## src/hw/rtl/bda_pkg.sv

```systemverilog
`timescale 1ns / 1ps
// Shared constants, types and breakpoint tables for the brightness to alpha converter.
// No dependencies; every other file imports this package.
package bda_pkg;

    localparam int BRIGHTNESS_BITS_DEFAULT = 12;
    localparam int ALPHA_BITS              = 8;
    localparam int LVL_BITS                = 10;  // breakpoint levels reach 1023
    localparam int SEG_BITS                = 8;   // widest segment spans 223 levels
    localparam int IDX_BITS                = 5;
    localparam int NORM_POINTS             = 20;
    localparam int DC_POINTS               = 23;
    localparam int HOLD_LIMIT              = 3;
    localparam int DIVIDEND_BITS           = 18;  // even: two quotient bits per cycle
    localparam int DIVISOR_BITS            = ALPHA_BITS + SEG_BITS;
    localparam int SUM_BITS                = 12;
    localparam int CFG_INDEX_BITS          = 2;
    localparam int CFG_DATA_BITS           = 8;

    localparam logic [CFG_INDEX_BITS-1:0] REG_TABLE_MODE     = 2'd0;
    localparam logic [CFG_INDEX_BITS-1:0] REG_ALPHA_OVERRIDE = 2'd1;

    typedef struct packed {
        logic [LVL_BITS-1:0]   lvl;
        logic [ALPHA_BITS-1:0] val;
    } knot_t;

    typedef enum logic [2:0] {
        SRC_OVERRIDE,
        SRC_HOLD,
        SRC_FIRST,
        SRC_LAST,
        SRC_INTERP
    } res_src_t;

    // Controller to datapath
    typedef struct packed {
        logic     capture;
        logic     idx_inc;
        logic     seg_load;
        logic     mul_load;
        logic     div_start;
        logic     div_sel;    // 0: linear term, 1: quadratic correction
        logic     bf_store;
        logic     res_load;
        res_src_t res_src;
        logic     out_load;
    } bda_cmd_t;

    // Datapath to controller
    typedef struct packed {
        logic mode_dc;
        logic override_nz;
        logic low_level;
        logic idx_end;
        logic idx_zero;
        logic lvl_ge;
        logic flat;
        logic div_busy;
    } bda_stat_t;

    function automatic knot_t knot(input logic dc, input logic [IDX_BITS-1:0] idx);
        knot_t k;
        k = '{lvl: '0, val: '0};
        if (dc) begin
            case (idx)
                5'd0:    k = '{10'd0,   8'hff};
                5'd1:    k = '{10'd1,   8'hfc};
                5'd2:    k = '{10'd2,   8'hfb};
                5'd3:    k = '{10'd3,   8'hfa};
                5'd4:    k = '{10'd4,   8'hf9};
                5'd5:    k = '{10'd5,   8'hf8};
                5'd6:    k = '{10'd6,   8'hf7};
                5'd7:    k = '{10'd8,   8'hf6};
                5'd8:    k = '{10'd10,  8'hf4};
                5'd9:    k = '{10'd15,  8'hf0};
                5'd10:   k = '{10'd20,  8'hea};
                5'd11:   k = '{10'd30,  8'he0};
                5'd12:   k = '{10'd45,  8'hd0};
                5'd13:   k = '{10'd70,  8'hbc};
                5'd14:   k = '{10'd100, 8'h98};
                5'd15:   k = '{10'd120, 8'h80};
                5'd16:   k = '{10'd140, 8'h70};
                5'd17:   k = '{10'd160, 8'h58};
                5'd18:   k = '{10'd180, 8'h48};
                5'd19:   k = '{10'd200, 8'h30};
                5'd20:   k = '{10'd220, 8'h20};
                5'd21:   k = '{10'd240, 8'h10};
                5'd22:   k = '{10'd260, 8'h00};
                default: k = '{10'd0,   8'h00};
            endcase
        end else begin
            case (idx)
                5'd0:    k = '{10'd0,    8'hff};
                5'd1:    k = '{10'd1,    8'hee};
                5'd2:    k = '{10'd2,    8'he8};
                5'd3:    k = '{10'd3,    8'he6};
                5'd4:    k = '{10'd4,    8'he5};
                5'd5:    k = '{10'd6,    8'he4};
                5'd6:    k = '{10'd10,   8'he0};
                5'd7:    k = '{10'd20,   8'hd5};
                5'd8:    k = '{10'd30,   8'hce};
                5'd9:    k = '{10'd45,   8'hc6};
                5'd10:   k = '{10'd70,   8'hb7};
                5'd11:   k = '{10'd100,  8'had};
                5'd12:   k = '{10'd150,  8'ha0};
                5'd13:   k = '{10'd227,  8'h8a};
                5'd14:   k = '{10'd300,  8'h80};
                5'd15:   k = '{10'd400,  8'h6e};
                5'd16:   k = '{10'd500,  8'h5b};
                5'd17:   k = '{10'd600,  8'h50};
                5'd18:   k = '{10'd800,  8'h38};
                5'd19:   k = '{10'd1023, 8'h18};
                default: k = '{10'd0,    8'h00};
            endcase
        end
        return k;
    endfunction

endpackage

```

## src/hw/rtl/brightness_to_dim_alpha.sv

```systemverilog
`timescale 1ns / 1ps
// Top level of the backlight brightness to dim-layer alpha converter.
// Depends on bda_pkg, bda_ctrl and bda_datapath (which holds bda_div).

// Converts a backlight brightness into an 8-bit dim-layer alpha by piecewise
// interpolation over a constant breakpoint table, with a quadratic correction
// term, clamped to 0..255. Register 0 (table_mode) selects the normal 20-point
// table (0) or the DC 23-point table (1); register 1 (alpha_override) forces the
// result in normal mode when nonzero. In normal mode a brightness of 3 or less
// returns the last alpha computed from the table. The block handles one item at
// a time. An override or hold result needs no table search; a result taken from
// the first or last breakpoint follows a table search of one step per
// breakpoint tried, plus one more when the brightness lies beyond the table.
// An interpolated result follows the search with two runs of the shared
// divider that yields two quotient bits per cycle (the second run is skipped
// on a flat segment). The next input transfer can be taken in the same cycle
// as the result is first offered. A finished result waits in the output
// register while the next input transfer is taken and worked on.
// Configuration writes are always accepted and must only be made while idle.
module brightness_to_dim_alpha #(
    parameter int BRIGHTNESS_BITS = bda_pkg::BRIGHTNESS_BITS_DEFAULT
) (
    input  logic                                clk,
    input  logic                                rst_n,
    // input stream
    input  logic                                s_axis_tvalid,
    output logic                                s_axis_tready,
    input  logic [((BRIGHTNESS_BITS+7)/8)*8-1:0] s_axis_tdata,  // [BRIGHTNESS_BITS-1:0] brightness
    // result stream
    output logic                                m_axis_tvalid,
    input  logic                                m_axis_tready,
    output logic [bda_pkg::ALPHA_BITS-1:0]      m_axis_tdata,  // [7:0] alpha
    // configuration write
    input  logic                                cfg_valid,
    output logic                                cfg_ready,
    input  logic [bda_pkg::CFG_INDEX_BITS-1:0]  cfg_index,
    input  logic [bda_pkg::CFG_DATA_BITS-1:0]   cfg_data
);
    import bda_pkg::*;

    bda_cmd_t  cmd;
    bda_stat_t stat;

    // registers take a write in any cycle
    assign cfg_ready = 1'b1;

    bda_ctrl u_ctrl (
        .clk       (clk),
        .rst_n     (rst_n),
        .in_valid  (s_axis_tvalid),
        .in_ready  (s_axis_tready),
        .out_valid (m_axis_tvalid),
        .out_ready (m_axis_tready),
        .stat      (stat),
        .cmd       (cmd)
    );

    bda_datapath #(
        .BRIGHTNESS_BITS (BRIGHTNESS_BITS)
    ) u_datapath (
        .clk        (clk),
        .rst_n      (rst_n),
        .cmd        (cmd),
        .stat       (stat),
        .brightness (s_axis_tdata[BRIGHTNESS_BITS-1:0]),
        .cfg_we     (cfg_valid && cfg_ready),
        .cfg_index  (cfg_index),
        .cfg_data   (cfg_data),
        .alpha      (m_axis_tdata)
    );

endmodule

```

## src/hw/rtl/bda_div.sv

```systemverilog
`timescale 1ns / 1ps
// Unsigned restoring divider, two quotient bits per cycle.
// Depends on bda_pkg for operand widths.
module bda_div (
    input  logic                               clk,
    input  logic                               rst_n,
    input  logic                               start,
    input  logic [bda_pkg::DIVIDEND_BITS-1:0]  dividend,
    input  logic [bda_pkg::DIVISOR_BITS-1:0]   divisor,
    output logic                               busy,
    output logic [bda_pkg::DIVIDEND_BITS-1:0]  quotient
);
    import bda_pkg::*;

    localparam int DIV_CYCLES = DIVIDEND_BITS / 2;
    localparam int CNT_BITS   = $clog2(DIV_CYCLES + 1);

    logic [DIVISOR_BITS-1:0]  rem_reg, rem_next, rem_mid;
    logic [DIVIDEND_BITS-1:0] quo_reg, quo_next, quo_mid;
    logic [DIVISOR_BITS-1:0]  divisor_reg;
    logic [CNT_BITS-1:0]      cnt_reg, cnt_next;
    logic                     busy_reg, busy_next;
    logic [DIVISOR_BITS:0]    trial_a, trial_b;
    logic                     ge_a, ge_b;

    // two shift-subtract steps
    always_comb
    begin
        trial_a = {rem_reg, quo_reg[DIVIDEND_BITS-1]};
        ge_a    = (trial_a >= {1'b0, divisor_reg});
        rem_mid = ge_a ? DIVISOR_BITS'(trial_a - {1'b0, divisor_reg})
                       : trial_a[DIVISOR_BITS-1:0];
        quo_mid = {quo_reg[DIVIDEND_BITS-2:0], ge_a};

        trial_b = {rem_mid, quo_mid[DIVIDEND_BITS-1]};
        ge_b    = (trial_b >= {1'b0, divisor_reg});
        rem_next = ge_b ? DIVISOR_BITS'(trial_b - {1'b0, divisor_reg})
                        : trial_b[DIVISOR_BITS-1:0];
        quo_next = {quo_mid[DIVIDEND_BITS-2:0], ge_b};
    end

    always_comb
    begin
        cnt_next  = cnt_reg;
        busy_next = busy_reg;
        if (start) begin
            cnt_next  = CNT_BITS'(DIV_CYCLES);
            busy_next = 1'b1;
        end else if (busy_reg) begin
            cnt_next  = cnt_reg - 1'b1;
            busy_next = (cnt_reg != CNT_BITS'(1));
        end
    end

    always_ff @(posedge clk or negedge rst_n)
    begin
        if (!rst_n) begin
            cnt_reg  <= '0;
            busy_reg <= 1'b0;
        end else begin
            cnt_reg  <= cnt_next;
            busy_reg <= busy_next;
        end
    end

    always_ff @(posedge clk)
    begin
        if (start) begin
            rem_reg     <= '0;
            quo_reg     <= dividend;
            divisor_reg <= divisor;
        end else if (busy_reg) begin
            rem_reg <= rem_next;
            quo_reg <= quo_next;
        end
    end

    assign busy     = busy_reg;
    assign quotient = quo_reg;

endmodule

```

## src/hw/rtl/bda_datapath.sv

```systemverilog
`timescale 1ns / 1ps
// Datapath: configuration registers, table search index, interpolation arithmetic,
// held alpha and output register. Depends on bda_pkg and bda_div.
module bda_datapath #(
    parameter int BRIGHTNESS_BITS = bda_pkg::BRIGHTNESS_BITS_DEFAULT
) (
    input  logic                                 clk,
    input  logic                                 rst_n,
    input  bda_pkg::bda_cmd_t                    cmd,
    output bda_pkg::bda_stat_t                   stat,
    input  logic [BRIGHTNESS_BITS-1:0]           brightness,
    input  logic                                 cfg_we,
    input  logic [bda_pkg::CFG_INDEX_BITS-1:0]   cfg_index,
    input  logic [bda_pkg::CFG_DATA_BITS-1:0]    cfg_data,
    output logic [bda_pkg::ALPHA_BITS-1:0]       alpha
);
    import bda_pkg::*;

    logic                       mode_reg;
    logic [ALPHA_BITS-1:0]      override_reg;
    logic [ALPHA_BITS-1:0]      held_reg;
    logic [ALPHA_BITS-1:0]      result_reg;
    logic [ALPHA_BITS-1:0]      alpha_reg;
    logic [BRIGHTNESS_BITS-1:0] x_reg;
    logic [IDX_BITS-1:0]        idx_reg;

    logic [ALPHA_BITS-1:0]      ya_reg;
    logic                       dy_neg_reg;
    logic [ALPHA_BITS-1:0]      dy_mag_reg;
    logic [SEG_BITS-1:0]        seg_reg, dx_reg, dxb_reg;
    logic [DIVIDEND_BITS-1:0]   prod_bf_reg, prod_sub_reg;
    logic [DIVISOR_BITS-1:0]    den_sub_reg;
    logic [ALPHA_BITS:0]        bf_reg;

    knot_t                      cur_knot, prev_knot;
    knot_t                      first_knot, last_knot;
    logic [IDX_BITS-1:0]        point_count;
    logic [LVL_BITS-1:0]        x_low;
    logic [ALPHA_BITS:0]        dy_diff;
    logic [LVL_BITS-1:0]        seg_full, dx_full, dxb_full;
    logic [ALPHA_BITS+SEG_BITS-1:0] mul_bf, mul_sub, mul_den;

    logic [DIVIDEND_BITS-1:0]   div_dividend, div_quotient;
    logic [DIVISOR_BITS-1:0]    div_divisor;
    logic                       div_busy;

    logic [ALPHA_BITS+1:0]      bf_round;
    logic [ALPHA_BITS:0]        lin_mag, sub_mag;
    logic [ALPHA_BITS+1:0]      corr_mag;
    logic signed [SUM_BITS-1:0] sum_val;
    logic [ALPHA_BITS-1:0]      interp_alpha;
    logic [ALPHA_BITS-1:0]      res_value;

    // table lookups
    assign point_count = mode_reg ? IDX_BITS'(DC_POINTS) : IDX_BITS'(NORM_POINTS);
    assign cur_knot    = knot(mode_reg, idx_reg);
    assign prev_knot   = knot(mode_reg, idx_reg - 1'b1);
    assign first_knot  = knot(mode_reg, '0);
    assign last_knot   = knot(mode_reg, point_count - 1'b1);
    assign x_low       = x_reg[LVL_BITS-1:0];

    // segment geometry; x lies inside the segment whenever it is loaded
    assign seg_full = cur_knot.lvl - prev_knot.lvl;
    assign dx_full  = x_low - prev_knot.lvl;
    assign dxb_full = cur_knot.lvl - x_low;
    assign dy_diff  = {1'b0, cur_knot.val} - {1'b0, prev_knot.val};

    assign mul_bf  = dy_mag_reg * dx_reg;
    assign mul_sub = dx_reg * dxb_reg;
    assign mul_den = dy_mag_reg * seg_reg;

    assign div_dividend = cmd.div_sel ? prod_sub_reg : prod_bf_reg;
    assign div_divisor  = cmd.div_sel ? den_sub_reg : DIVISOR_BITS'(seg_reg);

    bda_div u_div (
        .clk      (clk),
        .rst_n    (rst_n),
        .start    (cmd.div_start),
        .dividend (div_dividend),
        .divisor  (div_divisor),
        .busy     (div_busy),
        .quotient (div_quotient)
    );

    // lin = ceil(|bf| / 2) carrying the sign of the slope; the correction takes it too
    always_comb
    begin
        bf_round  = {1'b0, bf_reg} + 1'b1;
        lin_mag   = bf_round[ALPHA_BITS+1:1];
        sub_mag   = (dy_mag_reg == '0) ? '0 : div_quotient[ALPHA_BITS:0];
        corr_mag  = {1'b0, lin_mag} + {1'b0, sub_mag};
        if (dy_neg_reg)
            sum_val = $signed(SUM_BITS'(ya_reg)) - $signed(SUM_BITS'(corr_mag));
        else
            sum_val = $signed(SUM_BITS'(ya_reg)) + $signed(SUM_BITS'(corr_mag));

        if (sum_val[SUM_BITS-1])
            interp_alpha = '0;
        else if (|sum_val[SUM_BITS-2:ALPHA_BITS])
            interp_alpha = '1;
        else
            interp_alpha = sum_val[ALPHA_BITS-1:0];
    end

    always_comb
    begin
        case (cmd.res_src)
            SRC_OVERRIDE: res_value = override_reg;
            SRC_HOLD:     res_value = held_reg;
            SRC_FIRST:    res_value = first_knot.val;
            SRC_LAST:     res_value = last_knot.val;
            SRC_INTERP:   res_value = interp_alpha;
            default:      res_value = held_reg;
        endcase
    end

    // configuration and state that reset clears
    always_ff @(posedge clk or negedge rst_n)
    begin
        if (!rst_n) begin
            mode_reg     <= 1'b0;
            override_reg <= '0;
            held_reg     <= '0;
        end else begin
            if (cfg_we) begin
                unique case (cfg_index)
                    REG_TABLE_MODE:     mode_reg     <= cfg_data[0];
                    REG_ALPHA_OVERRIDE: override_reg <= cfg_data[ALPHA_BITS-1:0];
                    default:            ;
                endcase
            end
            if (cmd.res_load && !mode_reg
                && (cmd.res_src inside {SRC_FIRST, SRC_LAST, SRC_INTERP}))
                held_reg <= res_value;
        end
    end

    // payload
    always_ff @(posedge clk)
    begin
        if (cmd.capture) begin
            x_reg   <= brightness;
            idx_reg <= '0;
        end else if (cmd.idx_inc) begin
            idx_reg <= idx_reg + 1'b1;
        end

        if (cmd.seg_load) begin
            ya_reg     <= prev_knot.val;
            dy_neg_reg <= dy_diff[ALPHA_BITS];
            dy_mag_reg <= dy_diff[ALPHA_BITS] ? ALPHA_BITS'(-dy_diff) : dy_diff[ALPHA_BITS-1:0];
            seg_reg    <= seg_full[SEG_BITS-1:0];
            dx_reg     <= dx_full[SEG_BITS-1:0];
            dxb_reg    <= dxb_full[SEG_BITS-1:0];
        end

        if (cmd.mul_load) begin
            prod_bf_reg  <= DIVIDEND_BITS'({mul_bf, 1'b0});
            prod_sub_reg <= DIVIDEND_BITS'({mul_sub, 1'b0});
            den_sub_reg  <= mul_den;
        end

        if (cmd.bf_store)
            bf_reg <= div_quotient[ALPHA_BITS:0];

        if (cmd.res_load)
            result_reg <= res_value;

        if (cmd.out_load)
            alpha_reg <= result_reg;
    end

    assign stat.mode_dc     = mode_reg;
    assign stat.override_nz = (override_reg != '0);
    assign stat.low_level   = (x_reg <= BRIGHTNESS_BITS'(HOLD_LIMIT));
    assign stat.idx_end     = (idx_reg == point_count);
    assign stat.idx_zero    = (idx_reg == '0);
    assign stat.lvl_ge      = ({{(BRIGHTNESS_BITS-LVL_BITS){1'b0}}, cur_knot.lvl} >= x_reg);
    assign stat.flat        = (dy_mag_reg == '0);
    assign stat.div_busy    = div_busy;

    assign alpha = alpha_reg;

endmodule

```

## src/hw/rtl/bda_ctrl.sv

```systemverilog
`timescale 1ns / 1ps
// Controller: sequences classify, table search, interpolation and result transfer.
// Depends on bda_pkg for the command and status structs.
module bda_ctrl (
    input  logic                clk,
    input  logic                rst_n,
    input  logic                in_valid,
    output logic                in_ready,
    output logic                out_valid,
    input  logic                out_ready,
    input  bda_pkg::bda_stat_t  stat,
    output bda_pkg::bda_cmd_t   cmd
);
    import bda_pkg::*;

    typedef enum logic [3:0] {
        ST_IDLE,
        ST_CLASSIFY,
        ST_SEARCH,
        ST_LOAD,
        ST_MUL,
        ST_BF_START,
        ST_BF_WAIT,
        ST_SUB_START,
        ST_SUB_WAIT,
        ST_SUM,
        ST_FINISH
    } state_t;

    state_t state_reg, state_next;
    logic   out_valid_reg, out_valid_next;

    always_comb
    begin
        state_next     = state_reg;
        out_valid_next = out_valid_reg && !out_ready;
        cmd            = '0;
        cmd.res_src    = SRC_HOLD;

        unique case (state_reg)
            ST_IDLE:
            begin
                if (in_valid) begin
                    cmd.capture = 1'b1;
                    state_next  = ST_CLASSIFY;
                end
            end
            ST_CLASSIFY:
            begin
                if (!stat.mode_dc && stat.override_nz) begin
                    cmd.res_load = 1'b1;
                    cmd.res_src  = SRC_OVERRIDE;
                    state_next   = ST_FINISH;
                end else if (!stat.mode_dc && stat.low_level) begin
                    cmd.res_load = 1'b1;
                    cmd.res_src  = SRC_HOLD;
                    state_next   = ST_FINISH;
                end else begin
                    state_next = ST_SEARCH;
                end
            end
            ST_SEARCH:
            begin
                if (stat.idx_end) begin
                    cmd.res_load = 1'b1;
                    cmd.res_src  = SRC_LAST;
                    state_next   = ST_FINISH;
                end else if (stat.lvl_ge) begin
                    if (stat.idx_zero) begin
                        cmd.res_load = 1'b1;
                        cmd.res_src  = SRC_FIRST;
                        state_next   = ST_FINISH;
                    end else begin
                        state_next = ST_LOAD;
                    end
                end else begin
                    cmd.idx_inc = 1'b1;
                end
            end
            ST_LOAD:
            begin
                cmd.seg_load = 1'b1;
                state_next   = ST_MUL;
            end
            ST_MUL:
            begin
                cmd.mul_load = 1'b1;
                state_next   = ST_BF_START;
            end
            ST_BF_START:
            begin
                cmd.div_start = 1'b1;
                state_next    = ST_BF_WAIT;
            end
            ST_BF_WAIT:
            begin
                if (!stat.div_busy) begin
                    cmd.bf_store = 1'b1;
                    state_next   = stat.flat ? ST_SUM : ST_SUB_START;
                end
            end
            ST_SUB_START:
            begin
                cmd.div_start = 1'b1;
                cmd.div_sel   = 1'b1;
                state_next    = ST_SUB_WAIT;
            end
            ST_SUB_WAIT:
            begin
                if (!stat.div_busy)
                    state_next = ST_SUM;
            end
            ST_SUM:
            begin
                cmd.res_load = 1'b1;
                cmd.res_src  = SRC_INTERP;
                state_next   = ST_FINISH;
            end
            ST_FINISH:
            begin
                if (!out_valid_reg || out_ready) begin
                    cmd.out_load   = 1'b1;
                    out_valid_next = 1'b1;
                    state_next     = ST_IDLE;
                end
            end
            default:
            begin
                state_next = ST_IDLE;
            end
        endcase
    end

    always_ff @(posedge clk or negedge rst_n)
    begin
        if (!rst_n) begin
            state_reg     <= ST_IDLE;
            out_valid_reg <= 1'b0;
        end else begin
            state_reg     <= state_next;
            out_valid_reg <= out_valid_next;
        end
    end

    assign in_ready  = (state_reg == ST_IDLE);
    assign out_valid = out_valid_reg;

endmodule

```

## config.mk

```make
export PLATFORM = sky130hd
export DESIGN_NAME = brightness_to_dim_alpha
export DESIGN_NICKNAME = d
export VERILOG_FILES = /design/src/hw/rtl/bda_pkg.sv /design/src/hw/rtl/brightness_to_dim_alpha.sv /design/src/hw/rtl/bda_div.sv /design/src/hw/rtl/bda_datapath.sv /design/src/hw/rtl/bda_ctrl.sv
export SDC_FILE = /design/constraint.sdc
export NUM_CORES = 1
export LEC_CHECK = 0
export BUFFER_PORTS_ARGS = -buffer_cell sky130_fd_sc_hd__buf_2
export CELL_PAD_IN_SITES_DETAIL_PLACEMENT = 0
export CELL_PAD_IN_SITES_GLOBAL_PLACEMENT = 1
export CORE_ASPECT_RATIO = 1.1
export CORE_MARGIN = 1.5
export CORE_UTILIZATION = 45
export DETAILED_ROUTE_END_ITERATION = 8
export PLACE_DENSITY = 0.72
export SETUP_SLACK_MARGIN = 0.15
export SLEW_MARGIN = 20
export SYNTH_ARGS = -nofsm -noshare
export SYNTH_HDL_FRONTEND = slang
export SYNTH_SLANG_ARGS = --single-unit
```

## constraint.sdc

```tcl
create_clock -name clk -period 8.45 [get_ports clk]
set_input_delay 0.4225 -clock clk [delete_from_list [all_inputs] [get_ports clk]]
set_output_delay 0.4225 -clock clk [all_outputs]
set_load 0.02 [all_outputs]
```

==> metrics.csv <==
stage;metric;value;unit
run_status;status;finished, final reports clean;
floorplan;Cell Rows;83;
floorplan;die width;210.0;um
clock_network;Clk Latency, worst-skew pair;580;ps
routing;DRT iter0 DRCs;1163;
global_routing;Total Routing Usage GR;0.2124;
timing;RSZ-0062 raised after global routing;no;
routing;wire length per cell;17.73;um
synth;area leader, netlist;edfxtp_1;
synth;post-synthesis mux area share;0.03764;
synth;Async SR Flop Fraction;0.1111;
setup_path;max incr delay on CP;900;ps
routing;via density per instance;5.553;
min_path;Hold Crit Class;primary input to flip-flop;
global_routing;initial antenna violation count;0;
clock_network;H-tree depth;1;
clock_network;# Post-CTS Setup Buffers;0;
clock_network;largest buffer count on any clock path;3;
synth;post-synthesis sequential area ratio;0.3113;
setup_path;worst path arrival time;6220;ps
synth;synthesized area per cell;9.396;sq um
place;number of port buffers;36;
timing;min cycle time layout;5935;ps
global_routing;vias in the first global route;15970;
timing;max-slew violation count;0;
synth;yosys warns;0;
setup_path;most used cell, CP;a21oi_1;
setup_path;critical path type;flip-flop to flip-flop;
floorplan;core area;46630;sq um
synth;Post-Synth Simple-Gate Area;0.1555;
timing;Final setup viols;0;
routing;Routed WL;51050;um
setup_path;crit start category;flip-flop;
synth;syn nets;2632;
synth;post-synth cell types;92;
setup_path;Critical Path RT;8740;ps
floorplan;Top-Level Pins;42;
place;Detailed Place HPWL;38390;um
clock_network;cts hold-fix bufs;1;
floorplan;Initial Utilization;0.4548;
cells_and_area;share of layout cells above drive strength 1;0.06655;
timing;fmax;0.1685;GHz
cells_and_area;Fill cells;4387;
flow_run;number of max-cap violations;0;
synth;Synth Flop Type;edfxtp_1;
routing;Vias;15990;
timing;Hold Vio Cnt, Final;0;
synth;Synth Area in Compound Gates;0.1399;
place;GPL Wtd Cong;0.8791;
cells_and_area;fin util;0.4898;
timing;Final Worst Setup Slack;2515;ps
setup_path;crit path max fanout;28;
place;Placement Cell Area;21940;sq um
clock_network;CTS tree;built;
timing;clk_skew;27.65;ps
clock_network;# clock sinks;243;
cells_and_area;Final Instance Area;22840;sq um
timing;setup_tns;0;ps
synth;ranking of synthesized cells by area;edfxtp_1 (23%), ha_1 (13%), fa_1 (11%);
cells_and_area;Ant. Diodes;0;
timing;part of the cycle the worst path needs;0.7023;
synth;main combinational cell family by area after synthesis;adder cells;
timing;slew at the pin with the worst max-slew slack;931.7;ps
setup_path;Crit-path slowest cell;ha_1;
synth;cells after synthesis;2257;
synth;synthesized-area fraction occupied by adder cells;0.2444;
timing;Slew HR;0.3782;
global_routing;Congestion Overflow GR;0;
global_routing;first-pass GRT wire length;82750;um
floorplan;die area;48440;sq um
routing;# DRC;0;
synth;EDFF count, synth;160;
synth;cell area after synthesis;21210;sq um
place;Post-Place Setup Slack;2650;ps
synth;area share of xor/xnor cells in the synthesized design;0.05098;
floorplan;Die Y;230.7;um
setup_path;crit end category;flip-flop;
cells_and_area;Area Growth Syn to Fin;7.700;%
clock_network;cts bufs inserted;28;
synth;Yosys reg bits;243;
setup_path;worst-path cell chain;inv_2 -> ha_1 -> inv_1 -> ha_1 -> clkinv_1 -> nand2_1 -> a21oi_1 -> a2111oi_0 -> a21oi_1 -> nor2_1 -> a31oi_1 -> ha_1 -> a21oi_1 -> o21ai_0 -> a21oi_1 -> o21bai_1 -> a21o_1 -> a21oi_1 -> xnor3_1;
clock_network;post-cts resize count;0;
routing;1st-pass router iterations;4;
clock_network;root buf cell;clkbuf_16;
global_routing;largest net degree at the start of global routing;49;
clock_network;Clk pin slew, worst setup/hold paths;60;ps
cells_and_area;Nets;2637;
routing;antenna viol nets, final;0;
synth;Synth top area share;0.2266;
-- critical path: cells and delay by family (launching register included) --
family                     cells  cell delay, ps
adders and majority gates      3            1770
AOI/OAI and AO/OA             10            1650
buffers and inverters          3             970
DFF                            1             510
and+or+nand+nor                2             400
xor gates and xnor gates       1             350
-- placed cells by master, fill, tap and decap left out, types with 35 or more instances in the layout --
| cell | Yosys | routed |
|---|---|---|
| dfxtp_1 | 56 | 56 |
| ha_1 | 227 | 227 |
| a21oi_1 | 119 | 119 |
| inv_1 | 245 | 245 |
| nand2_1 | 224 | 224 |
| xor2_1 | 35 | 35 |
| mux2i_1 | 37 | 37 |
| edfxtp_1 | 160 | 160 |
| o21ai_1 | 35 | 35 |
| o21ai_0 | 87 | 87 |
| nor2_1 | 144 | 144 |
| buf_2 | 5 | 36 |
| xnor2_1 | 84 | 84 |
| and2_1 | 128 | 128 |
| fa_1 | 117 | 117 |
-- synthesized netlist by cell type (27+ instances only) --
cell type	n
mux2i_1	37
o21ai_0	87
dfrtp_1	27
xor2_1	35
clkbuf_1	60
a21oi_1	119
ha_1	227
o21ai_1	35
dfxtp_1	56
xnor2_1	84
and2_1	128
nor2_1	144
mux2_2	30
nand2_1	224
nor3_1	34
inv_1	245
fa_1	117
nand3_1	34
edfxtp_1	160
-- path summary, 6_finish.rpt --
check	from	end	slack, ps	depth (start not counted)
setup / recovery	u_datapath.idx_reg[0]	u_datapath.seg_reg[7]	2520	19
hold / removal	s_axis_tdata[3]	u_datapath.x_reg[3]	40	1
setup reg to reg	u_datapath.idx_reg[0]	u_datapath.seg_reg[7]	2520	19
hold reg to reg	u_datapath.result_reg[1]	u_datapath.alpha[1]	420	0
max in group asynchronous	rst_n	u_datapath.u_div.cnt_reg[1]	7610	2
min in group asynchronous	rst_n	u_datapath.override_reg[5]	410	2
-- metrics by stage --
step	hold slack [ps]	std cells
after global placement	401.7	2826
after CTS	15.48	2879
after detailed placement	406.6	2826
after global routing	19.61	2879
final	42.59	2879
after floorplan	126.9	2257
-- cell families after synthesis --
kind of cell	after synthesis
simple gates	681
compound gates	461
fa+ha+maj	344
buf+inv	332
flops	243
xor+xnor	121
mux	74
other cells	1
-- layout make-up --
cell class,count,area [sq um],share of cell area
tap,595,744.5,0.03260
timing repair buffer,53,310.3,0.01359
clock inverter,12,106.4,0.004657
inverter,254,953.4,0.04174
sequential,243,6601,0.2890
clock buffer,40,785.8,0.03440
multi-input combinational,1682,13340,0.5840
-- metal layers --
layer  vias to the layer above  GRT usage  part of all wire
met5                         -          0                 0
met4                         0    0.05710             0.025
met3                        82    0.02204             0.034
met2                       285     0.3735              0.49
met1                      7816     0.2779              0.45
li1                       7805          -                 -
Power is left out: the tool's default activity adds up to more than one toggle a clock period on the data nets, which glitch-free logic cannot reach.
